**config.mk**
```make
export PLATFORM = sky130hd
export DESIGN_NAME = hlm_back
export DESIGN_NICKNAME = d
export VERILOG_FILES = /design/src/hlm_pkg.sv /design/src/hlm_back.sv
export SDC_FILE = /design/constraint.sdc
export NUM_CORES = 2
export LEC_CHECK = 0
export BUFFER_PORTS_ARGS = -buffer_cell sky130_fd_sc_hd__buf_4
export CORE_UTILIZATION = 64
export DETAILED_ROUTE_END_ITERATION = 12
export MAX_ROUTING_LAYER = met4
export PLACE_DENSITY = 0.84
export SYNTH_ARGS = -nofsm -noshare
export SYNTH_HDL_FRONTEND = slang
export SYNTH_SLANG_ARGS = --single-unit
```
**constraint.sdc**
```tcl
create_clock -name clk -period 8.4 [get_ports clk]
set_input_delay 0 -clock clk [delete_from_list [all_inputs] [get_ports clk]]
set_output_delay 0 -clock clk [all_outputs]
set_load 0.1 [all_outputs]
```
**src/hlm_pkg.sv**
```systemverilog
// Shared types and constants for the host liveness monitor.
package hlm_pkg;

  typedef enum logic [1:0] {
    ACT_TICK    = 2'd0,
    ACT_OUTCOME = 2'd1,
    ACT_STATUS  = 2'd2,
    ACT_HISTORY = 2'd3
  } action_t;

  typedef enum logic [1:0] {
    KIND_PROBE   = 2'd0,
    KIND_CHANGE  = 2'd1,
    KIND_STATUS  = 2'd2,
    KIND_HISTORY = 2'd3
  } kind_t;

  typedef enum logic [2:0] {
    REG_ENTRY_COUNT  = 3'd0,
    REG_ADDR_MASK    = 3'd1,
    REG_PROBE_IVL    = 3'd2,
    REG_MISS_THRESH  = 3'd3,
    REG_HISTORY_IVL  = 3'd4
  } reg_index_t;

  typedef enum logic [1:0] {
    ST_IDLE,
    ST_WALK,
    ST_EMIT
  } back_state_t;

  localparam int unsigned CFG_WIDTH  = 32;
  localparam logic [7:0]  MISS_LIMIT = 8'd255;

  typedef struct packed {
    logic [1:0] action;
    logic       probe_alive;
    logic [3:0] entry_sel;
    logic [5:0] point_sel;
  } in_word_t;

  typedef struct packed {
    logic [1:0]  kind;
    logic [3:0]  entry_index;
    logic        is_online;
    logic [7:0]  misses;
    logic [31:0] seconds_online;
    logic [31:0] seconds_tracked;
    logic        history_bit;
    logic        history_full;
    logic [5:0]  history_next_slot;
  } out_word_t;

  // Classified command from front to back.
  typedef struct packed {
    logic [1:0] action;
    logic       probe_alive;
    logic [3:0] entry_sel;
    logic [5:0] point_sel;
    logic       add_second;
    logic       take_sample;
    logic       do_probe;
    logic [5:0] probe_entry;
  } cmd_t;

endpackage

```
**src/hlm_back.sv**
```systemverilog
// Back end: per-entry state, walks, probe outcomes and reads.
module hlm_back #(
  parameter int MAX_ENTRIES   = 16,
  parameter int HISTORY_DEPTH = 64
) (
  input  logic              clk,
  input  logic              rst,
  input  logic              cmd_valid,
  output logic              cmd_take,
  input  hlm_pkg::cmd_t     cmd,
  input  logic [15:0]       address_present_mask,
  input  logic [4:0]        entry_count,
  input  logic [7:0]        offline_miss_threshold,
  output logic              out_valid,
  input  logic              out_stall,
  output hlm_pkg::out_word_t out_data
);
  import hlm_pkg::*;

  localparam int PW = (MAX_ENTRIES > 1) ? $clog2(MAX_ENTRIES) : 1;
  localparam int HW = $clog2(HISTORY_DEPTH);
  localparam int WW = $clog2(MAX_ENTRIES + 1);

  logic                     online_flags [MAX_ENTRIES];
  logic                     online_valid [MAX_ENTRIES];
  logic [7:0]               miss_counts  [MAX_ENTRIES];
  logic [31:0]              online_secs  [MAX_ENTRIES];
  logic [31:0]              tracked_secs [MAX_ENTRIES];
  logic [HISTORY_DEPTH-1:0] history_rows [MAX_ENTRIES];
  logic [HW-1:0]            history_write_slot;
  logic                     history_wrapped;
  logic                     probe_pending;
  logic [PW-1:0]            pending_entry;

  back_state_t   state, state_next;
  cmd_t          cur;
  logic [WW-1:0] walk_idx;
  logic [WW-1:0] n_active;
  logic          walk_done;
  logic          res_valid;
  out_word_t     res;
  logic          out_free;

  assign out_free = !out_valid || !out_stall;

  always_comb begin
    if (32'(entry_count) > 32'(MAX_ENTRIES)) n_active = WW'(MAX_ENTRIES);
    else n_active = WW'(entry_count);
    walk_done = (walk_idx >= n_active);
  end

  always_comb begin
    state_next = state;
    unique case (state)
      ST_IDLE: if (cmd_valid) state_next = ST_WALK;
      ST_WALK: if (walk_done) state_next = ST_EMIT;
      ST_EMIT: if (out_free) state_next = ST_IDLE;
      default: state_next = ST_IDLE;
    endcase
  end

  always_comb begin
    cmd_take = (state == ST_IDLE) && cmd_valid;
  end

  // Result for the current command, evaluated once the walk is done.
  always_comb begin
    logic [PW-1:0] pe;
    logic [PW-1:0] se;
    logic          sel_ok;
    logic [7:0]    m_inc;
    pe     = PW'(cur.probe_entry);
    se     = PW'(cur.entry_sel);
    sel_ok = 32'(cur.entry_sel) < 32'(MAX_ENTRIES);
    m_inc  = (miss_counts[pending_entry] == MISS_LIMIT) ? MISS_LIMIT
             : miss_counts[pending_entry] + 8'd1;
    res_valid = 1'b0;
    res       = '0;
    unique case (cur.action)
      ACT_TICK: begin
        if (cur.do_probe && 32'(cur.probe_entry) < 16
            && address_present_mask[cur.probe_entry[3:0]]) begin
          res_valid       = 1'b1;
          res.kind        = KIND_PROBE;
          res.entry_index = cur.probe_entry[3:0];
          res.is_online   = online_valid[pe] && online_flags[pe];
          res.misses      = miss_counts[pe];
        end
      end
      ACT_OUTCOME: begin
        res.kind        = KIND_CHANGE;
        res.entry_index = 4'(pending_entry);
        if (probe_pending) begin
          if (cur.probe_alive) begin
            res_valid     = !online_flags[pending_entry];
            res.is_online = 1'b1;
            res.misses    = 8'd0;
          end else begin
            res_valid     = online_flags[pending_entry] && (m_inc >= offline_miss_threshold);
            res.is_online = 1'b0;
            res.misses    = m_inc;
          end
        end
      end
      ACT_STATUS: begin
        res_valid       = 1'b1;
        res.kind        = KIND_STATUS;
        res.entry_index = cur.entry_sel;
        if (sel_ok) begin
          res.is_online       = online_flags[se];
          res.misses          = miss_counts[se];
          res.seconds_online  = online_secs[se];
          res.seconds_tracked = tracked_secs[se];
        end
      end
      ACT_HISTORY: begin
        res_valid       = 1'b1;
        res.kind        = KIND_HISTORY;
        res.entry_index = cur.entry_sel;
        if (sel_ok && 32'(cur.point_sel) < 32'(HISTORY_DEPTH))
          res.history_bit = history_rows[se][HW'(cur.point_sel)];
        res.history_full      = history_wrapped;
        res.history_next_slot = 6'(history_write_slot);
      end
      default: ;
    endcase
  end

  always_ff @(posedge clk) begin
    if (rst) begin
      state     <= ST_IDLE;
      out_valid <= 1'b0;
      walk_idx  <= '0;
      history_write_slot <= '0;
      history_wrapped    <= 1'b0;
      probe_pending      <= 1'b0;
      pending_entry      <= '0;
      for (int i = 0; i < MAX_ENTRIES; i++) begin
        online_flags[i] <= 1'b0;
        online_valid[i] <= 1'b0;
        miss_counts[i]  <= '0;
        online_secs[i]  <= '0;
        tracked_secs[i] <= '0;
        history_rows[i] <= '0;
      end
    end else begin
      state <= state_next;
      // emit state loads its own word below
      if (out_valid && !out_stall && state != ST_EMIT) out_valid <= 1'b0;
      unique case (state)
        ST_IDLE: begin
          walk_idx <= '0;
          if (cmd_valid) cur <= cmd;
        end
        ST_WALK: begin
          // One entry a cycle for the second and history walks.
          if (!walk_done) begin
            if (cur.action == ACT_TICK && 32'(walk_idx) < 16
                && address_present_mask[walk_idx[3:0]]) begin
              if (cur.add_second) begin
                tracked_secs[PW'(walk_idx)] <= tracked_secs[PW'(walk_idx)] + 32'd1;
                if (online_flags[PW'(walk_idx)])
                  online_secs[PW'(walk_idx)] <= online_secs[PW'(walk_idx)] + 32'd1;
              end
              if (cur.take_sample)
                history_rows[PW'(walk_idx)][history_write_slot] <=
                  online_flags[PW'(walk_idx)];
            end
            walk_idx <= walk_idx + WW'(1);
          end
        end
        ST_EMIT: begin
          if (out_free) begin
            out_valid <= res_valid;
            out_data  <= res;
            if (cur.action == ACT_TICK) begin
              if (cur.take_sample) begin
                if (32'(history_write_slot) == HISTORY_DEPTH - 1) begin
                  history_write_slot <= '0;
                  history_wrapped    <= 1'b1;
                end else begin
                  history_write_slot <= history_write_slot + HW'(1);
                end
              end
              if (res_valid) begin
                probe_pending <= 1'b1;
                pending_entry <= PW'(cur.probe_entry);
              end
            end else if (cur.action == ACT_OUTCOME && probe_pending) begin
              probe_pending <= 1'b0;
              online_valid[pending_entry] <= 1'b1;
              if (cur.probe_alive) begin
                miss_counts[pending_entry]  <= 8'd0;
                online_flags[pending_entry] <= 1'b1;
              end else begin
                miss_counts[pending_entry] <= res.misses;
                if (res_valid) online_flags[pending_entry] <= 1'b0;
              end
            end
          end
        end
        default: ;
      endcase
    end
  end

endmodule

```
# Yosys cells after proc, flatten, opt, wreduce, memory -nomap -nowiden
# Memories as Yosys holds them, arrays and structs flattened. A register that Yosys moved wholly into a read port is not among the register bits.
# Index checks and enable logic that the tools add are counted.
# word_totals
ff_bits,65
ramBits,2208
in_bits,55
output_inout_bits,89
memories,6
# classes
n_addsub,5
magnitude_cmp,10
eq_ne,13
n_mux,117
bitwise,3
reduce_logical,36
# mem_list
memory,depth,word_bits,rd,rd_clocked_by_memory_dff,write_ports,line_no,text
history_rows,16,64,1,1,16,hlm_back.sv:29,logic [HISTORY_DEPTH-1:0] history_rows [MAX_ENTRIES];
online_secs,16,32,2,2,16,hlm_back.sv:27,logic [31:0] online_secs [MAX_ENTRIES];
tracked_secs,16,32,2,2,16,hlm_back.sv:28,logic [31:0] tracked_secs [MAX_ENTRIES];
miss_counts,16,8,3,3,16,hlm_back.sv:26,logic [7:0] miss_counts [MAX_ENTRIES];
online_flags,16,1,4,4,16,hlm_back.sv:24,logic online_flags [MAX_ENTRIES];
online_valid,16,1,1,1,16,hlm_back.sv:25,logic online_valid [MAX_ENTRIES];
# ops
op,count
$mux W64,3
$mux W4,22
$mux W1,69
$add A32 B1 Y32 const B,2
$mux W32,2
$reduce_or A32 Y1,2
$reduce_or A64 Y1,1
$pmux W9 S3,1
$mux W8,3
$pmux W6 S4,1
$mux W9,2
$lt A6 B7 Y1 const B,2
$mux W13,1
$ne A2 B2 Y1 const B,6
$reduce_and A4 Y1,3
$logic_and A1 B1 Y1,11
$lt A4 B5 Y1 const B,2
$mux W5,2
$pmux W5 S2,1
$reduce_and A3 Y1,3
$add A8 B1 Y8 const B,1
$bmux W1 S4,2
$eq A8 B8 Y1 const B,1
$ge A8 B8 Y1,1
27 further kinds,40

# Depth between registers and ports, before layout
# depth
word_depth,18
ltp_mapped,20

# Least setup slack after synthesis
# OpenSTA, ideal clock, no wires.
# synth_path
path_kind,reg2reg
start,register out_valid
end,memory miss_counts[2][0] (enable)
setup_ns,0.384
arrival_time_ns,6.706
t_required_ns,8.016
slack_ns,1.310
stages_incl_launch_ff,8
synth_period_minus_slack_ns,7.090
path_cell_list,dfxtp_1 > nand2_1 > nand2_1 > nor2_1 > nand2_1 > or3_1 > clkbuf_1 > o21ai_0
# synth_lines
element,line_no,text
from (decl),hlm_back.sv:14,"output logic out_valid,"
from (signal assigned),hlm_back.sv:174,out_valid <= res_valid;
to (decl),hlm_back.sv:26,

==> flow_summary.toml <==
[clocking]
clkSinkCount = 2353
root_buffer = "clkbuf_16"
cts_max_path_buffers = 3
h-tree-depth = 4
numCtsBuffers = 224
cts.clk_slew.worst_paths_ns = 0.07
cts_tree = "built"
clkLatencyLatePin_ns = 0.90

[setup_path]
timing_worst_setup_path_type = "flop to flop"
start_kind = "flop"
worstSetupEndpointType = "flop"
cp_slowest_cell = "dfxtp_2"
worst-endpoint-required_ns = 9.07
crit_arrival_ns = 6.96
crit_fanout = 23
critical_path.max_stage_delay_ns = 0.93
cp_cell_sequence = "buf_4 -> mux4_2 -> mux2i_1 -> a21oi_1 -> ha_1 -> o211ai_1 -> or3_1 -> and2_1 -> ha_1 -> nand2b_1 -> a21o_1 -> a21o_1 -> a21oi_1 -> o21ai_0 -> a41oi_1 -> nand3b_1 -> a31o_2"

[synthesis]
synth_most_common_cell = "edfxtp_1"
synth-edff-count = 2301
syn_nets = 9004
yosysSeqAreaShare_pct = 58.8
ys_types = 90
ys.flop_type = "edfxtp_1"
synth_commonest_cells = "2301 x edfxtp_1, 2234 x nor2_1, 1064 x o21ai_0"
synthCells = 8928
async_flop_share_pct = 0
ys_ff_latch = 2353
synth_top_area_cell = "edfxtp_1"
syn_avg_cell_area_um2 = 13.3
synth.area.top_cells = "edfxtp_1 58%, mux4_2 18%, nor2_1 7.0%, o21ai_0 4.5%, clkbuf_1 2.2%"
syn-cell-area_um2 = 119000
synth_top_area_share_pct = 58.0
synth-warning-count = 0

[global_routing]
overflow = 0
grtUsageTotal_pct = 40.6
grt_max_degree = 323
grt_pass1_vias = 84919
grt_pass1_wl_um = 537000
antenna_found_initial = 23

[outcome]
violations = "capacitance limit, slew limit"
outcome = "complete, but fails checks"

[cells_and_area]
nFillCells = 11210
drive_above_1_share_pct = 20.1
seqCellArea_um2 = 70200
layout.nets = 8554
multi_input_area_um2 = 44700
areaGrowthSynthToFinish_pct = 7.59

[timing]
final_max_slew_viol_count = 5
min_period_over_period_pct = 74.9
max-slew-margin-rel_pct = -14.8
fin_ws_ns = 2.11
tightest_slew_ns = 1.71
tns_ns = 0
hold_viol = 0
fmax_mhz = 159
rsz0062_at_grt = "false"
min_period_ns = 6.29
setup_viol = 0
skew_ns = 0.0502

[routing]
drt_wl_total_um = 371000
wl_per_cell_um = 33.2
dr.pass1.iters = 8
dr_total_vias = 85052
drt_iter0_markers = 17269
drcViolationCount = 0
ant_nets = 0
viasPerCell = 7.61

[placed_design]
dp_hpwl_um = 195000
io_buffers = 143
pre_cts_ws_ns = 2.34
gp_congestion = 0.971

[floorplan]
coreArea_um2 = 185000
chipHeight_um = 434
core.rowCount = 158
start_util_pct = 64.3
fp.dieW_um = 434
dieArea_um2 = 188000
boundaryPins = 144

[power]
p_leak_nw = 41.1
max-vdd-ir-drop_v = 0.000208
power_density_nw_per_um2 = 203

[min_path]
hp-start = "address_present_mask[15]"
min_path_type = "input pin to flop"

[flow_run]
drv_cap = 2
## where the power goes
group,switching [mW],internal (mW)
clock network,4.59,5.43
registers,0.260,13.3
logic,1.43,0.967
## path summary, 6_finish.rpt
check                                                endpoint  cells past startpoint  slack [ns]
worst max-delay path            online_flags[1]$_SDFFCE_PN0P_                     17        2.11
worst min-delay path                   out_data[84]$_DFFE_PP_                      4        0.06
worst max register to register  online_flags[1]$_SDFFCE_PN0P_                     17        2.11
worst min register to register        online_valid[7]$_DFF_P_                      1        0.46
## cells by family after synthesis
| family | synth area share [%] |
|---|---|
| and+or+nand+nor | 9.91 |
| muxes | 20.1 |
| xor gates and xnor gates | 0.593 |
| AOI/OAI and AO/OA | 6.31 |
| DFF | 58.8 |
| adders and majority gates | 0.220 |
| buffers and inverters | 3.98 |
## layer usage
metal / up-vias / GRT usage, % / routed length, µm
met3: 2506 / 12.4 / 60700
met1: 40712 / 46.5 / 106000
met2: 9218 / 60.7 / 171000
li1: 32616 / - / -
met5: - / - / 0
met4: 0 / 29.8 / 33400
## stage by stage
step | utilization [%] | hold WS (ns) | area (µm²) | total power, mW | std cells
2_1_floorplan | - | 0.0989 | 119000 | 15.4 | 8928
3_3_place_gp | 65.1 | 0.178 | 121000 | 15.9 | 10678
3_5_place_dp | 65.1 | 0.180 | 121000 | 16.1 | 10678
4_1_cts | 69.2 | 0.000558 | 128000 | 25.8 | 11149
5_1_grt | 69.2 | 0.0715 | 128000 | 26.4 | 11174
6_report | 69.2 | 0.0606 | 128000 | 26.0 | 11179
## worst max-delay path: cells and delay by family, from the launching register on
family	cells	cell delay, ns
compound gates	8	2.05
simple gates	4	1.30
flops	1	0.93
mux	2	0.79
fa+ha+maj	2	0.52
buf+inv	1	0.43
## flip-flops by register name, indices dropped and copies added, names as in the netlist, named ones only
name / flops
online_valid: 16
pending_entry: 4
history_wrapped: 1
online_secs: 512
history_rows: 1024
out_valid: 1
miss_counts: 128
walk_idx: 5
state: 2
online_flags: 16
out_data: 87
tracked_secs: 512
probe_pending: 1
cur: 22
history_write_slot: 6
## area by class of cell
| type | instances | area share (%) |
|---|---|---|
| Antenna cell | 28 | 0.0546 |
| Clock buffer | 283 | 4.67 |
| Clock inverter | 136 | 0.823 |
| Inverter | 40 | 0.125 |
| Multi-Input combinational cell | 5504 | 34.9 |
| Sequential cell | 2353 | 54.7 |
| Tap cell | 2480 | 2.42 |
| Timing Repair Buffer | 355 | 2.29 |
## timing repair
item | CTS | global route
setup buffers | 0 | 0
resized for setup | 0 | 0
endpoints found under the hold margin | 195 | 0
hold buffers | 52 | 0
## placed cells by master, fill, tap and decap left out, types with 17 or more instances in the layout
cell type | Yosys | layout
edfxtp_1 | 2301 | 2301
nor2_1 | 2234 | 2231
o21ai_0 | 1064 | 1061
mux4_2 | 933 | 933
buf_4 | 37 | 291
clkbuf_16 | 0 | 229
nand2_1 | 268 | 202
mux2i_1 | 179 | 179
and2_1 | 85 | 85
o221ai_1 | 66 | 66
a21oi_1 | 58 | 58
clkinv_1 | 3 | 58
nor3_1 | 60 | 55
nand2_2 | 11 | 52
dlygate4sd3_1 | 0 | 52
nand3_1 | 53 | 49
clkbuf_1 | 689 | 48
clkinv_2 | 0 | 45
dfxtp_1 | 52 | 44
and3_1 | 38 | 38
inv_1 | 36 | 35
mux4_1 | 32 | 32
xor2_1 | 30 | 30
diode_2 | 0 | 28
nand2_4 | 3 | 28
o22ai_1 | 28 | 28
nand4_1 | 25 | 25
a22oi_1 | 21 | 21
ha_1 | 21 | 21
a21o_1 | 20 | 20
xnor2_1 | 24 | 19
nor2b_1 | 20 | 18
mux2_2 | 17 | 17
No activity file was read; power rests on OpenSTA's default activity.
