--- src/hlm_pkg.sv ---
// Shared types and constants for the host liveness monitor.
package hlm_pkg;

  typedef enum logic [1:0] {
    ACT_TICK    = 2'd0,
    ACT_OUTCOME = 2'd1,
    ACT_STATUS  = 2'd2,
    ACT_HISTORY = 2'd3
  } action_t;

  typedef enum logic [1:0] {
    KIND_PROBE   = 2'd0,
    KIND_CHANGE  = 2'd1,
    KIND_STATUS  = 2'd2,
    KIND_HISTORY = 2'd3
  } kind_t;

  typedef enum logic [2:0] {
    REG_ENTRY_COUNT  = 3'd0,
    REG_ADDR_MASK    = 3'd1,
    REG_PROBE_IVL    = 3'd2,
    REG_MISS_THRESH  = 3'd3,
    REG_HISTORY_IVL  = 3'd4
  } reg_index_t;

  typedef enum logic [1:0] {
    ST_IDLE,
    ST_WALK,
    ST_EMIT
  } back_state_t;

  localparam int unsigned CFG_WIDTH  = 32;
  localparam logic [7:0]  MISS_LIMIT = 8'd255;

  typedef struct packed {
    logic [1:0] action;
    logic       probe_alive;
    logic [3:0] entry_sel;
    logic [5:0] point_sel;
  } in_word_t;

  typedef struct packed {
    logic [1:0]  kind;
    logic [3:0]  entry_index;
    logic        is_online;
    logic [7:0]  misses;
    logic [31:0] seconds_online;
    logic [31:0] seconds_tracked;
    logic        history_bit;
    logic        history_full;
    logic [5:0]  history_next_slot;
  } out_word_t;

  // Classified command from front to back.
  typedef struct packed {
    logic [1:0] action;
    logic       probe_alive;
    logic [3:0] entry_sel;
    logic [5:0] point_sel;
    logic       add_second;
    logic       take_sample;
    logic       do_probe;
    logic [5:0] probe_entry;
  } cmd_t;

endpackage

--- src/hlm_front.sv ---
// Front end: timers, probe selection and command queue.
module hlm_front #(
  parameter int MAX_ENTRIES   = 16,
  parameter int MS_PER_SECOND = 1000,
  parameter int QDEPTH        = 4
) (
  input  logic            clk,
  input  logic            rst,
  input  logic            in_valid,
  output logic            in_stall,
  input  hlm_pkg::in_word_t in_data,
  input  logic [4:0]      entry_count,
  input  logic [15:0]     probe_interval_ms,
  input  logic [31:0]     sample_period_ms,
  output logic            cmd_valid,
  input  logic            cmd_take,
  output hlm_pkg::cmd_t   cmd
);
  import hlm_pkg::*;

  localparam int EW = $clog2(MAX_ENTRIES + 1);
  localparam int PW = (MAX_ENTRIES > 1) ? $clog2(MAX_ENTRIES) : 1;
  localparam int SW = $clog2(MS_PER_SECOND + 1);
  localparam int QW = $clog2(QDEPTH);

  logic [SW-1:0] second_ms_count;
  logic [31:0]   history_ms_count;
  logic          history_started;
  logic [15:0]   probe_ms_count;
  logic [PW-1:0] next_probe_entry;

  cmd_t          queue [QDEPTH];
  logic [QW-1:0] rd_ptr, wr_ptr;
  logic [QW:0]   fill;

  logic          accept;
  logic [EW-1:0] n_active;
  logic [SW-1:0] sec_inc;
  logic [31:0]   hist_inc;
  logic [15:0]   probe_inc;
  logic [PW-1:0] sel_entry;
  logic          probe_fire;
  cmd_t          new_cmd;

  assign in_stall  = (fill == (QW+1)'(QDEPTH));
  assign accept    = in_valid && !in_stall;
  assign cmd_valid = (fill != '0);
  assign cmd       = queue[rd_ptr];

  always_comb begin
    if (32'(entry_count) > 32'(MAX_ENTRIES)) n_active = EW'(MAX_ENTRIES);
    else n_active = EW'(entry_count);
    sec_inc   = second_ms_count + SW'(1);
    hist_inc  = (history_ms_count == '1) ? history_ms_count : history_ms_count + 32'd1;
    probe_inc = (probe_ms_count == '1) ? probe_ms_count : probe_ms_count + 16'd1;
    probe_fire = (n_active != '0) && (probe_inc >= probe_interval_ms);
    sel_entry  = (32'(next_probe_entry) >= 32'(n_active)) ? '0 : next_probe_entry;
    new_cmd             = '0;
    new_cmd.action      = in_data.action;
    new_cmd.probe_alive = in_data.probe_alive;
    new_cmd.entry_sel   = in_data.entry_sel;
    new_cmd.point_sel   = in_data.point_sel;
    if (in_data.action == ACT_TICK) begin
      new_cmd.add_second  = (32'(sec_inc) >= 32'(MS_PER_SECOND));
      new_cmd.take_sample = history_started && (hist_inc >= sample_period_ms);
      new_cmd.do_probe    = probe_fire;
      new_cmd.probe_entry = 6'(sel_entry);
    end
  end

  always_ff @(posedge clk) begin
    if (accept) queue[wr_ptr] <= new_cmd;
  end

  always_ff @(posedge clk) begin
    if (rst) begin
      rd_ptr <= '0;
      wr_ptr <= '0;
      fill   <= '0;
      second_ms_count  <= '0;
      history_ms_count <= '0;
      history_started  <= 1'b0;
      probe_ms_count   <= '0;
      next_probe_entry <= '0;
    end else begin
      if (accept) wr_ptr <= QW'((32'(wr_ptr) + 1) % QDEPTH);
      if (cmd_valid && cmd_take) rd_ptr <= QW'((32'(rd_ptr) + 1) % QDEPTH);
      fill <= fill + (QW+1)'(accept) - (QW+1)'(cmd_valid && cmd_take);
      if (accept && in_data.action == ACT_TICK) begin
        second_ms_count <= new_cmd.add_second ? '0 : sec_inc;
        if (!history_started) begin
          history_started  <= 1'b1;
          history_ms_count <= '0;
        end else begin
          history_ms_count <= new_cmd.take_sample ? '0 : hist_inc;
        end
        if (probe_fire) begin
          probe_ms_count   <= '0;
          next_probe_entry <= PW'((32'(sel_entry) + 1) % 16);
        end else begin
          probe_ms_count <= probe_inc;
        end
      end
    end
  end

endmodule

--- config.mk ---
export PLATFORM = sky130hd
export DESIGN_NAME = hlm_front
export DESIGN_NICKNAME = d
export VERILOG_FILES = /design/src/hlm_pkg.sv /design/src/hlm_front.sv
export SDC_FILE = /design/constraint.sdc
export NUM_CORES = 1
export LEC_CHECK = 0
export ABC_AREA = 0
export BUFFER_PORTS_ARGS = -buffer_cell sky130_fd_sc_hd__clkbuf_2
export CAP_MARGIN = 25
export CORE_UTILIZATION = 55
export CTS_BUF_LIST = sky130_fd_sc_hd__clkbuf_4
export CTS_CLUSTER_SIZE = 16
export DETAILED_ROUTE_END_ITERATION = 12
export HOLD_SLACK_MARGIN = 0.12
export PLACE_DENSITY = 0.74
export SYNTH_ARGS = -nofsm -noshare
export SYNTH_HDL_FRONTEND = slang
export SYNTH_SLANG_ARGS = --single-unit
--- constraint.sdc ---
create_clock -name clk -period 6.9 [get_ports clk]
set_clock_uncertainty 0.1 [all_clocks]
set_input_delay 0.69 -clock clk [delete_from_list [all_inputs] [get_ports clk]]
set_output_delay 0.69 -clock clk [all_outputs]
set_load 0.03 [all_outputs]
# Yosys cells after proc, flatten, opt, wreduce, memory -nomap -nowiden
# Memories as Yosys holds them, arrays and structs flattened. A register that Yosys moved wholly into a read port is not among the register bits.
# Cells that the tools add are included.
# word_totals
reg_bits,70
elab_cells,48
mem_count,1
output_inout_bits,24
ram_bits,88
# memory_table
name,depth,word_bits,rd,rd_ports_with_merged_regs,write_ports,line,rtl
queue,4,22,1,1,1,hlm_front.sv:32,cmd_t queue [QDEPTH];
# classes
reduce_logical,10
n_addsub,8
eq_ne,3
n_mux,13
n_lt_le_gt_ge,5
# op_table
operator,count
32-bit two-way mux,3
32-bit by 1-bit adder with 32-bit output (second input constant),1
32-bit equality test (second input constant),1
32-bit greater-or-equal comparator,1
16-bit two-way mux,2
16-bit by 1-bit adder with 16-bit output (second input constant),1
16-bit equality test (second input constant),1
16-bit greater-or-equal comparator,1
10-bit by 1-bit adder with 10-bit output (second input constant),1
10-bit greater-or-equal comparator (second input constant),1
10-bit two-way mux,1
9-bit two-way mux,1
4-bit by 5-bit greater-or-equal comparator with 1-bit output,1
5-bit > comparator (second input constant),1
1-bit logical AND,5
5-bit two-way mux,1
5-bit nonzero test,1
2-bit by 1-bit adder with 2-bit output (second input constant),2
4-bit by 1-bit adder with 4-bit output (second input constant),1
2-bit two-way mux,2
4-bit two-way mux,1
3-bit by 1-bit adder with 3-bit output,1
3-bit equality test (second input constant),1
3-bit nonzero test,1
other kinds (5),6

# Logic depth before layout (Yosys ltp)
# Gate-level depths: netlist (run 1).
# depth
ltp_word,7
mapped_depth,18
ltp_nobuf,16

# Worst setup path after synthesis (run 1)
# Ideal clock, no wire load.
# synth_path
kind,flip-flop to flip-flop
start,reg history_ms_count[0]
end,reg history_ms_count[17]
required_ps,6683
path_slack_ps,3171
path_stages_with_launch,17
t_arrival_ps,3512
period_less_slack_ps,3729
setup_time_ps,117
path_cell_list,dfxtp_1 ha_1 nand3_1 nor4_4 a31oi_2 nand4_1 or3_1 xnor2_1 ha_1 nand3_1 or3_1 o221a_2 nand3_2 nor2_2 buf_4 buf_4 a22o_1
# synth_between
elab_chain_len,7
elab_cells_between_ends,8
classes_between,1 x add/sub; 1 x order compare; 1 x eq/ne; 4 x mux; 1 x reduce/logical
# synth_rtl
element,line,rtl
from (decl),hlm_front.sv:27,logic [31:0] history_ms_count;
from (signal assigned),hlm_front.sv:95,history_ms_count <= new_cmd.take_sample ? '0 : hist_inc;
32-bit by 1-bit adder with 32-bit output / 32-bit equality test (equally long branches),hlm_front.sv:54,hist_inc = (history_ms_count == '1) ? history_ms_count : history_ms_count + 32'd1;
32-bit two-way mux (*),hlm_front.sv:54,
32-bit greater-or-equal comparator,hlm_front.sv:65,new_cmd.take_sample = history_started && (hist_inc >= sample_period_ms);
1-bit logical AND,hlm_front.sv:65,
9-bit two-way mux,hlm_front.sv:63,if (in_data.action == ACT_TICK) begin
32-bit two-way mux (*),hlm_front.sv:95,
32-bit two-way mux (*),hlm_front.sv:91,if (!history_started) begin
# Every way passes the cells marked *; elsewhere a longest branch is shown, timed or not.
# A chain may end at the register's enable or synchronous reset.

# Worst setup path after layout (run 1)
# layout_path
start,reg history_ms_count[7]
end,reg history_ms_count[30]
# The elaborated chain is that of the path after synthesis.

==> flow_summary.ini, run 1 <==
[timing]
setup_violations = 0
fmaxAchievable_mhz = 212
slew_viol_final = 0
setup_tns_ns = 0
hold_viol = 0
rsz0062_at_grt = no
holdWs_ns = 0.255
worst_pin_slew_ns = 1.01
layout_worst_path_cycle_share_pct = 68.4
final.min_clock_period_ns = 4.72
slew-limit-headroom_pct = 32.4

[finish]
finalNetCount = 1043
post-route-util_pct = 62.0
multi_input_comb_area_um2 = 4260
finalNonFillerCells = 1111
fill_cells = 1234
syn_to_final_growth_pct = 10.3
ff_latch_area_um2 = 3840
drive_gt1_share_pct = 18.9

[critical_path]
cp.required_ns = 7.27
critPathLaunchType = flip-flop
ff2ff_setup_slack_ns = 2.18
r2r_cells = 16
cp_max_fo = 23
crit_type = reg -> reg
endpoint_kind = flip-flop
r2r-start = history_ms_count[7]
cp.arrival_ns = 5.09
r2r-end = history_ms_count[30]

[clocking]
cts_made_buffers = 17
path_clk_slew_ns = 0.14
cts_max_path_buffers = 2
cts_sinks = 152
cts_resized = 0
cts-root-buf = clkbuf_4
cts-hold-fix-buffers = 0
h-tree-depth = 4
cts_tree = done
post_cts_buffers = 0
clock_latency_ns = 0.54

[synth]
synth.mux.area_fraction_pct = 6.03
synth_enable_flop_cells = 80
synth_cells = 824
synth_top_family_by_area = simple AND/OR/NAND/NOR gates
synth_area_per_cell_um2 = 10.3
synthAdderAreaFrac_pct = 9.50
ys_async_sr_fraction_pct = 0
yosys.area.top_type_share_pct = 28.2
ys_top_cells_by_area = edfxtp_1 28%, dfxtp_1 17%, ha_1 9.3%, mux4_2 5.3%, xnor2_1 3.2%
ys_ff_latch = 152
synth_top_flop_cell = edfxtp_1
yosys.area.top_type = edfxtp_1
synth-simple-area-share_pct = 17.5
mappedNetlistArea_um2 = 8510
yosys_warnings = 0
yosysMostFrequentCell = edfxtp_1
synth_cell_types = 75
netlist_top_cells_count = 80 x edfxtp_1, 72 x dfxtp_1, 66 x inv_1
synth_compound_area_share_pct = 12.1
ys_seq_area_share_pct = 45.2
synth-xor-area-share_pct = 4.84

[global_route]
grt_pass1_vias = 5820
antenna_found_initial = 1
grt_max_degree = 41
grt_usage_pct = 22.1
grt_overflow = 0
grt_pass1_wl_um = 27900

[pwr]
p_seq_share_pct = 51.0
power.total_mw = 2.10
swShare_pct = 32.5
pwr-share-clk_pct = 25.2
switchingPower_uw = 683
intPower_mw = 1.42
vdd_drop_max_mv = 0.116
p_leak_nw = 3.84
combPwrFrac_pct = 23.8
powerDensity_nw_per_um2 = 224

[routing]
drt-pass1-iter-count = 5
wl_um = 16700
drt-wirelength-per-cell_um = 15.1
dr.first_iter.drc_count = 389
ant_nets = 0
drc = 0
num_vias = 6314
vias_per_cell = 5.68

[worst_hold_path]
holdPathStages = 1
min_path_type = in -> reg
whs_endpoint = queue[3][17]
worstHoldStart = in_data[8]

[place]
gp_congestion = 0.841
io_buffer_count = 91
post-dp-hpwl_um = 12100
dp_cells = 1076

[floorplanning]
io_pins = 94
core_um2 = 15100
fp.dieH_um = 126
start_util_pct = 56.2
die_area_um2 = 16000
rows = 45
die_w_um = 126

[run]
drv_cap = 0

[status]
status = finished clean
cells in the final DEF (no fill, tap or decap), drive strengths merged, types with 13 or more instances in the layout:
cell type | netlist | final
a22o | 13 | 13
o21ai | 31 | 31
nand3 | 38 | 38
nand2 | 63 | 63
xnor2 | 31 | 31
nor3 | 23 | 23
edfxtp | 80 | 80
a31oi | 18 | 18
ha | 63 | 63
nand4 | 21 | 21
xor2 | 16 | 16
mux4 | 20 | 20
dfxtp | 72 | 72
clkbuf | 15 | 109
nor2 | 54 | 54
inv | 67 | 74
a21oi | 45 | 45
and3 | 16 | 16
registers in the layout, indices dropped and copies added, names as in the netlist, named ones only:
| name | cells |
|---|---|
| rd_ptr | 2 |
| history_started | 1 |
| queue | 80 |
| wr_ptr | 2 |
| next_probe_entry | 4 |
| history_ms_count | 32 |
| fill | 3 |
| probe_ms_count | 16 |
| second_ms_count | 10 |
logic make-up after synthesis:
kind of cell | count (synthesis)
fa+ha+maj | 64
xor+xnor | 47
buf+inv | 100
mux | 26
compound gates | 154
flops | 152
other cells | 1
simple gates | 280
layer usage:
layer,global-route usage (%),part of all wire [%],vias to the layer above
met5,0,0,-
met2,36.1,47,167
met4,5.88,1.3,0
li1,-,-,3202
met1,29.8,48,2927
met3,5.02,4.4,18
critical path: stages (launching register included):
cell and delay, ns:
dfxtp_1 0.47, nand4_1 0.23, nor4_4 0.46, nand3_2 0.22
and3_1 0.30, nand3_1 0.18, nor2_1 0.07, xor2_1 0.14
ha_1 0.19, a2111oi_0 0.38, o221ai_1 0.26, o2111ai_1 0.18
o21ai_2 0.16, nor2_2 0.60, buf_4 0.38, o21ai_0 0.14
a31oi_1 0.18
worst max path at each step:
stage	startpoint	end	slack [ns]
floorplan	history_ms_count[0]	history_ms_count[17]	3.17
global route	history_ms_count[16]	history_ms_count[27]	1.79
finish	history_ms_count[7]	history_ms_count[30]	2.18
detailed placement	history_ms_count[2]	history_ms_count[30]	2.26
CTS	history_ms_count[2]	history_ms_count[30]	2.24
global placement	history_ms_count[2]	history_ms_count[14]	2.40
layout make-up:
type,instances,share of cell area (%)
clock buffers,18,1.44
multi-input cells,573,45.4
flip-flops and latches,152,41.0
clock inverters,14,1.44
diodes,1,0.0267
repair buffers,98,5.57
well taps,188,2.51
inverters,67,2.68
through the flow:
step	area [um2]	worst slack (ns)
2_1_floorplan	8510	3.17
3_3_place_gp	9080	2.40
3_5_place_dp	9080	2.26
4_1_cts	9350	2.24
5_1_grt	9390	1.79
6_report	9390	2.18
power by group through the flow:
| stage | clock [mW] | combinational, mW | sequential (mW) |
|---|---|---|---|
| after floorplan | 0 | 0.384 | 1.06 |
| after global placement | 0 | 0.490 | 1.09 |
| after detailed placement | 0 | 0.494 | 1.09 |
| after CTS | 0.538 | 0.496 | 1.07 |
| after global routing | 0.581 | 0.541 | 1.08 |
| final | 0.529 | 0.499 | 1.07 |
Note: power is estimated with default switching activity, not from simulation.
==> inputs of run 2 (changes only) <==
Settings changed: ABC_AREA 0 to 1, PLACE_DENSITY 0.74 to 0.73.
Clock period 6.9 ns to 4.4 ns, I/O delays scaled along.
==> run 2 against run 1 <==
- register-to-register slack lost 1.6 ns
- synthesized area grew 10%
- synthesized cell count rose by 47%
- non-clock buffer count is 15 higher
- sequential power up 54%
- total power increased by 54%
- core utilization increased by 0.074 points
- via count is 29% higher
- cell count rose by 38%
- global-route usage grew 2.2 points
- die area is 10% higher
- highest routed layer unchanged
==> flow_summary.ini, run 2 <==
[clocking]
cts_resized = 0
cts_made_buffers = 17
cts-root-buf = clkbuf_4
cts_sinks = 152
h-tree-depth = 4
post_cts_buffers = 0
cts_tree = done
clock_latency_ns = 0.55
path_clk_slew_ns = 0.13
cts-hold-fix-buffers = 13
cts_max_path_buffers = 2

[synth]
synth_top_flop_cell = edfxtp_1
ys_async_sr_fraction_pct = 0
mappedNetlistArea_um2 = 9380
yosys.area.top_type = edfxtp_1
netlist_top_cells_count = 281 x nand2_1, 160 x nor2_1, 138 x inv_1
yosysMostFrequentCell = nand2_1
synth_enable_flop_cells = 80
synth_cell_types = 42
yosys_warnings = 0
synth_cells = 1212
ys_ff_latch = 152
ys_top_cells_by_area = edfxtp_1 26%, dfxtp_1 15%, nand2_1 11%, ha_1 8.4%, nor2_1 6.4%
yosys.area.top_type_share_pct = 25.6
synth_area_per_cell_um2 = 7.74
ys_seq_area_share_pct = 41.0

[finish]
reg.largest.list = queue (80), history_ms_count (32), probe_ms_count (16)
syn_to_final_growth_pct = 10.1
mostFrequentLayoutCell = nand2_1
finalNonFillerCells = 1535
finalNetCount = 1435
final_cell_mix = 281 x nand2_1, 156 x nor2_1, 138 x inv_1, 91 x clkbuf_2, 90 x a21oi_1
drive_gt1_share_pct = 15.8
ff_latch_area_um2 = 3840
multi_input_comb_area_um2 = 4740
top_register = queue
largest_reg_flops = 80
fill_cells = 1516
final_area_um2 = 10300

[place]
place_area_um2 = 9960
gp_congestion = 0.943
post-dp-hpwl_um = 15100
io_buffer_count = 91
dp_cells = 1489

[critical_path]
r2r_cells = 13
crit_type = reg -> reg
cp_max_fo = 31
critPathLaunchType = flip-flop
endpoint_kind = flip-flop
cp.required_ns = 4.60
cp.arrival_ns = 4.04

[global_route]
grt_usage_pct = 24.3
grt_pass1_wl_um = 34500
grt_pass1_vias = 7269
grt_max_degree = 73
grt_overflow = 0
antenna_found_initial = 1

[status]
status = finished clean

[floorplanning]
die_w_um = 133
start_util_pct = 56.4
rows = 47
io_pins = 94
core_um2 = 16600
fp.dieH_um = 133
die_area_um2 = 17600

[routing]
drt-pass1-iter-count = 5
ant_nets = 0
drt-wirelength-per-cell_um = 13.4
vias_per_cell = 5.29
drc = 0
wl_um = 20600
dr.first_iter.drc_count = 556
num_vias = 8121

[pwr]
vdd_drop_max_mv = 0.231
powerDensity_nw_per_um2 = 313
p_leak_nw = 4.52

[worst_hold_path]
min_path_type = in -> reg
holdPathStages = 4

[timing]
fmaxAchievable_mhz = 261
hold_viol = 0
slew-limit-headroom_pct = 49.3
rsz0062_at_grt = no
final.min_clock_period_ns = 3.84
slew_viol_final = 0
worst_pin_slew_ns = 0.759
setup_violations = 0
layout_worst_path_cycle_share_pct = 87.2
setup_tns_ns = 0

[run]
drv_cap = 0
run 2: cell type report:
class                      count  share of cell area (%)
timing repair buffer         113                    6.52
multi-input combinational    870                    45.9
antenna                        1                  0.0242
clock inverter                11                   0.751
inverter                     147                    5.37
clock buffer                  21                    1.53
sequential                   152                    37.2
tap                          220                    2.67
run 2: final timing paths:
path                                     startpoint          end  slack [ns]
worst max-delay path            history_ms_count[0]  queue[1][7]        0.56
worst min-delay path                       cmd_take    flip-flop        0.18
worst max register to register  history_ms_count[0]  queue[1][7]        0.56
worst min register to register            rd_ptr[1]    flip-flop        0.39
run 2: report_power, final:
| group | switching, mW | internal, mW |
|---|---|---|
| Combinational | 0.586 | 0.249 |
| Sequential | 0.0471 | 1.60 |
| Clock | 0.494 | 0.249 |
run 2: cells by family (layout without fill, tap and decap cells):
| family | count (synthesis) | after routing | synth area share (%) |
|---|---|---|---|
| other | 1 | 3 | 0.0400 |
| buffers and inverters | 191 | 292 | 8.64 |
| XOR/XNOR | 25 | 25 | 2.33 |
| AND/OR/NAND/NOR | 590 | 590 | 27.9 |
| adder cells (fa/ha/maj) | 64 | 64 | 8.62 |
| AO/OA/AOI/OAI | 189 | 189 | 11.5 |
| flip-flops | 152 | 152 | 41.0 |
run 2: critical path, cell delays in order (launching register included):
cell and delay, ns:
dfxtp_1 0.48, ha_1 0.28, nand2_2 0.10, nor2_4 0.16
nand2_4 0.10, nor2_4 0.17, nand2_4 0.33, nand2_2 0.23
ha_1 0.16, nand2_1 0.09, nor3_2 0.38, and3_1 0.27
nand2_2 0.27, a211oi_1 0.45
run 2: per-stage QoR:
step	power (mW)	utilization [%]	hold slack, ns	worst slack, ns
after floorplan	2.26	-	0.336	1.38
after global placement	2.48	59.7	0.352	0.720
after detailed placement	2.52	59.8	0.365	0.638
after CTS	3.26	62.0	0.121	0.576
after global routing	3.40	62.0	0.173	0.347
final	3.23	62.0	0.176	0.562
run 2: layer usage:
layer | up-vias | GRT usage [%] | routed length (um)
met5 | - | 0 | 0
met4 | 0 | 6.90 | 309
met3 | 22 | 3.64 | 1120
met2 | 245 | 40.1 | 9560
met1 | 3686 | 33.2 | 9650
li1 | 4168 | - | -
==> inputs of run 3 (changes only) <==
Settings changed: CORE_MARGIN set to 2.
==> run 3 against run 2 <==
- sequential share of layout area fell by 0.26 points
- combinational power about the same
- cell count up 0.26%
- highest routed layer unchanged
- register-to-register slack improved by 0.10 ns
- final area up 0.70%
- critical path depth unchanged
- clock power rose by 14%
- via count down 1.2%
- sequential cell count unchanged
- die area increased by 3.0%
==> flow_summary.ini, run 3 (synthesized netlist as in run 2, its figures left out) <==
[clocking]
clock_latency_ns = 0.57
cts-hold-fix-buffers = 14
post_cts_buffers = 0
path_clk_slew_ns = 0.15
cts_max_path_buffers = 2
h-tree-depth = 4
cts_sinks = 152
cts_made_buffers = 17
cts-root-buf = clkbuf_4
cts_tree = done
cts_resized = 0

[global_route]
grt_pass1_wl_um = 34500
grt_usage_pct = 23.5
grt_max_degree = 73
grt_pass1_vias = 7315
grt_overflow = 0
antenna_found_initial = 1

[critical_path]
crit_type = reg -> reg
critPathLaunchType = flip-flop
cp_max_fo = 31
cp.arrival_ns = 3.97
endpoint_kind = flip-flop
r2r_cells = 13
r2r-end = queue[2][7]
cp.required_ns = 4.63
ff2ff_setup_slack_ns = 0.66
r2r-start = history_ms_count[0]

[timing]
fin_ws_ns = 0.662
layout_worst_path_cycle_share_pct = 85.0
rsz0062_at_grt = no
setup_tns_ns = 0
fmaxAchievable_mhz = 268
worst_pin_slew_ns = 0.956
final.min_clock_period_ns = 3.74
hold_viol = 0
slew-limit-headroom_pct = 36.3
setup_violations = 0
slew_viol_final = 0

[floorplanning]
start_util_pct = 56.4
core_um2 = 16600
die_area_um2 = 18100
io_pins = 94
rows = 47
fp.dieH_um = 135
die_w_um = 135

[place]
post-dp-hpwl_um = 15200
gp_congestion = 0.995
pre_cts_ws_ns = 0.733
io_buffer_count = 91

[routing]
wl_um = 20500
num_vias = 8021
drc = 0
drt-wirelength-per-cell_um = 13.3
drt-pass1-iter-count = 6
dr.first_iter.drc_count = 481
ant_nets = 0
vias_per_cell = 5.21

[status]
status = finished clean

[pwr]
powerDensity_nw_per_um2 = 320
vdd_drop_max_mv = 0.261
switchingPower_mw = 1.23
intPower_mw = 2.10
swShare_pct = 36.8
p_leak_nw = 4.54
combPwrFrac_pct = 25.0
pwr-share-clk_pct = 25.4
p_seq_share_pct = 49.6

[finish]
mostFrequentLayoutCell = nand2_1
drive_gt1_share_pct = 15.9
reg.largest.list = queue (80), history_ms_count (32), probe_ms_count (16)
top_register = queue
finalNetCount = 1438
largest_reg_flops = 80
syn_to_final_growth_pct = 10.8
final_cell_mix = 281 x nand2_1, 156 x nor2_1, 138 x inv_1, 91 x clkbuf_2, 90 x a21oi_1

[worst_hold_path]
holdPathStages = 3
worstHoldStart = in_valid
min_path_type = in -> reg
whs_endpoint = wr_ptr[1]

[run]
drv_cap = 0
-- run 3: cell count changes in the layout (fill, tap and decap cells not counted) --
cell	delta
inv_6	+2
clkbuf_4	-4
diode_2	+1
buf_8	+2
clkinv_2	-4
clkinv_8	+3
inv_8	+3
dlygate4sd3_1	+1
buf_16	-1
buf_4	+1
-- run 3: worst max-delay path by stage --
stage	to	slack (ns)	startpoint	depth (start not counted)
after detailed placement	queue[1][7]	0.73	history_ms_count[0]	19
after global placement	queue[1][7]	0.84	history_ms_count[0]	19
after floorplan	queue[0][7]	1.38	history_ms_count[0]	21
after CTS	queue[1][7]	0.69	history_ms_count[0]	13
after global routing	history_ms_count[21]	0.31	history_ms_count[0]	21
final	queue[2][7]	0.66	history_ms_count[0]	13
-- run 3: area by class of cell --
type                       count  area (um2)
tap                          220         275
multi-input combinational    870        4740
clock buffer                  17         128
fill                        1548        6240
inverter                     147         554
antenna                        2        5.00
timing repair buffer         116         693
clock inverter                15         158
sequential                   152        3840
-- run 3: power groups by stage --
stage,combinational [mW],clock [mW],sequential [mW]
finish,0.833,0.844,1.65
global placement,0.804,0,1.68
CTS,0.842,0.857,1.65
detailed placement,0.831,0,1.68
floorplan,0.587,0,1.67
global route,0.920,0.915,1.66
-- run 3: worst max-delay path, cell delays in order, from the launching register on --
cell	delay, ns
dfxtp_1	0.48
ha_1	0.29
nand2_2	0.10
nor2_4	0.16
nand2_4	0.10
nor2_4	0.17
nand2_4	0.33
nand2_2	0.20
ha_1	0.18
nand4_1	0.11
nor3_2	0.25
and3_1	0.28
nand2_2	0.30
a211oi_1	0.46
-- run 3: routing by layer --
metal / GRT usage [%] / up-vias / part of all wire (%)
li1: - / 4180 / -
met4: 6.90 / 0 / 1.3
met2: 38.7 / 220 / 46
met5: 0 / - / 0
met3: 3.79 / 26 / 5.6
met1: 32.1 / 3595 / 47
-- run 3: per-stage QoR --
stage / std cells / utilization, % / instance area (um2) / hold slack, ns / power, mW
2_1_floorplan: 1213 / - / 9390 / 0.336 / 2.26
3_3_place_gp: 1489 / 59.7 / 9940 / 0.350 / 2.48
3_5_place_dp: 1491 / 59.9 / 9970 / 0.360 / 2.51
4_1_cts: 1537 / 62.4 / 10400 / 0.156 / 3.35
5_1_grt: 1539 / 62.5 / 10400 / 0.179 / 3.50
6_report: 1539 / 62.5 / 10400 / 0.188 / 3.33
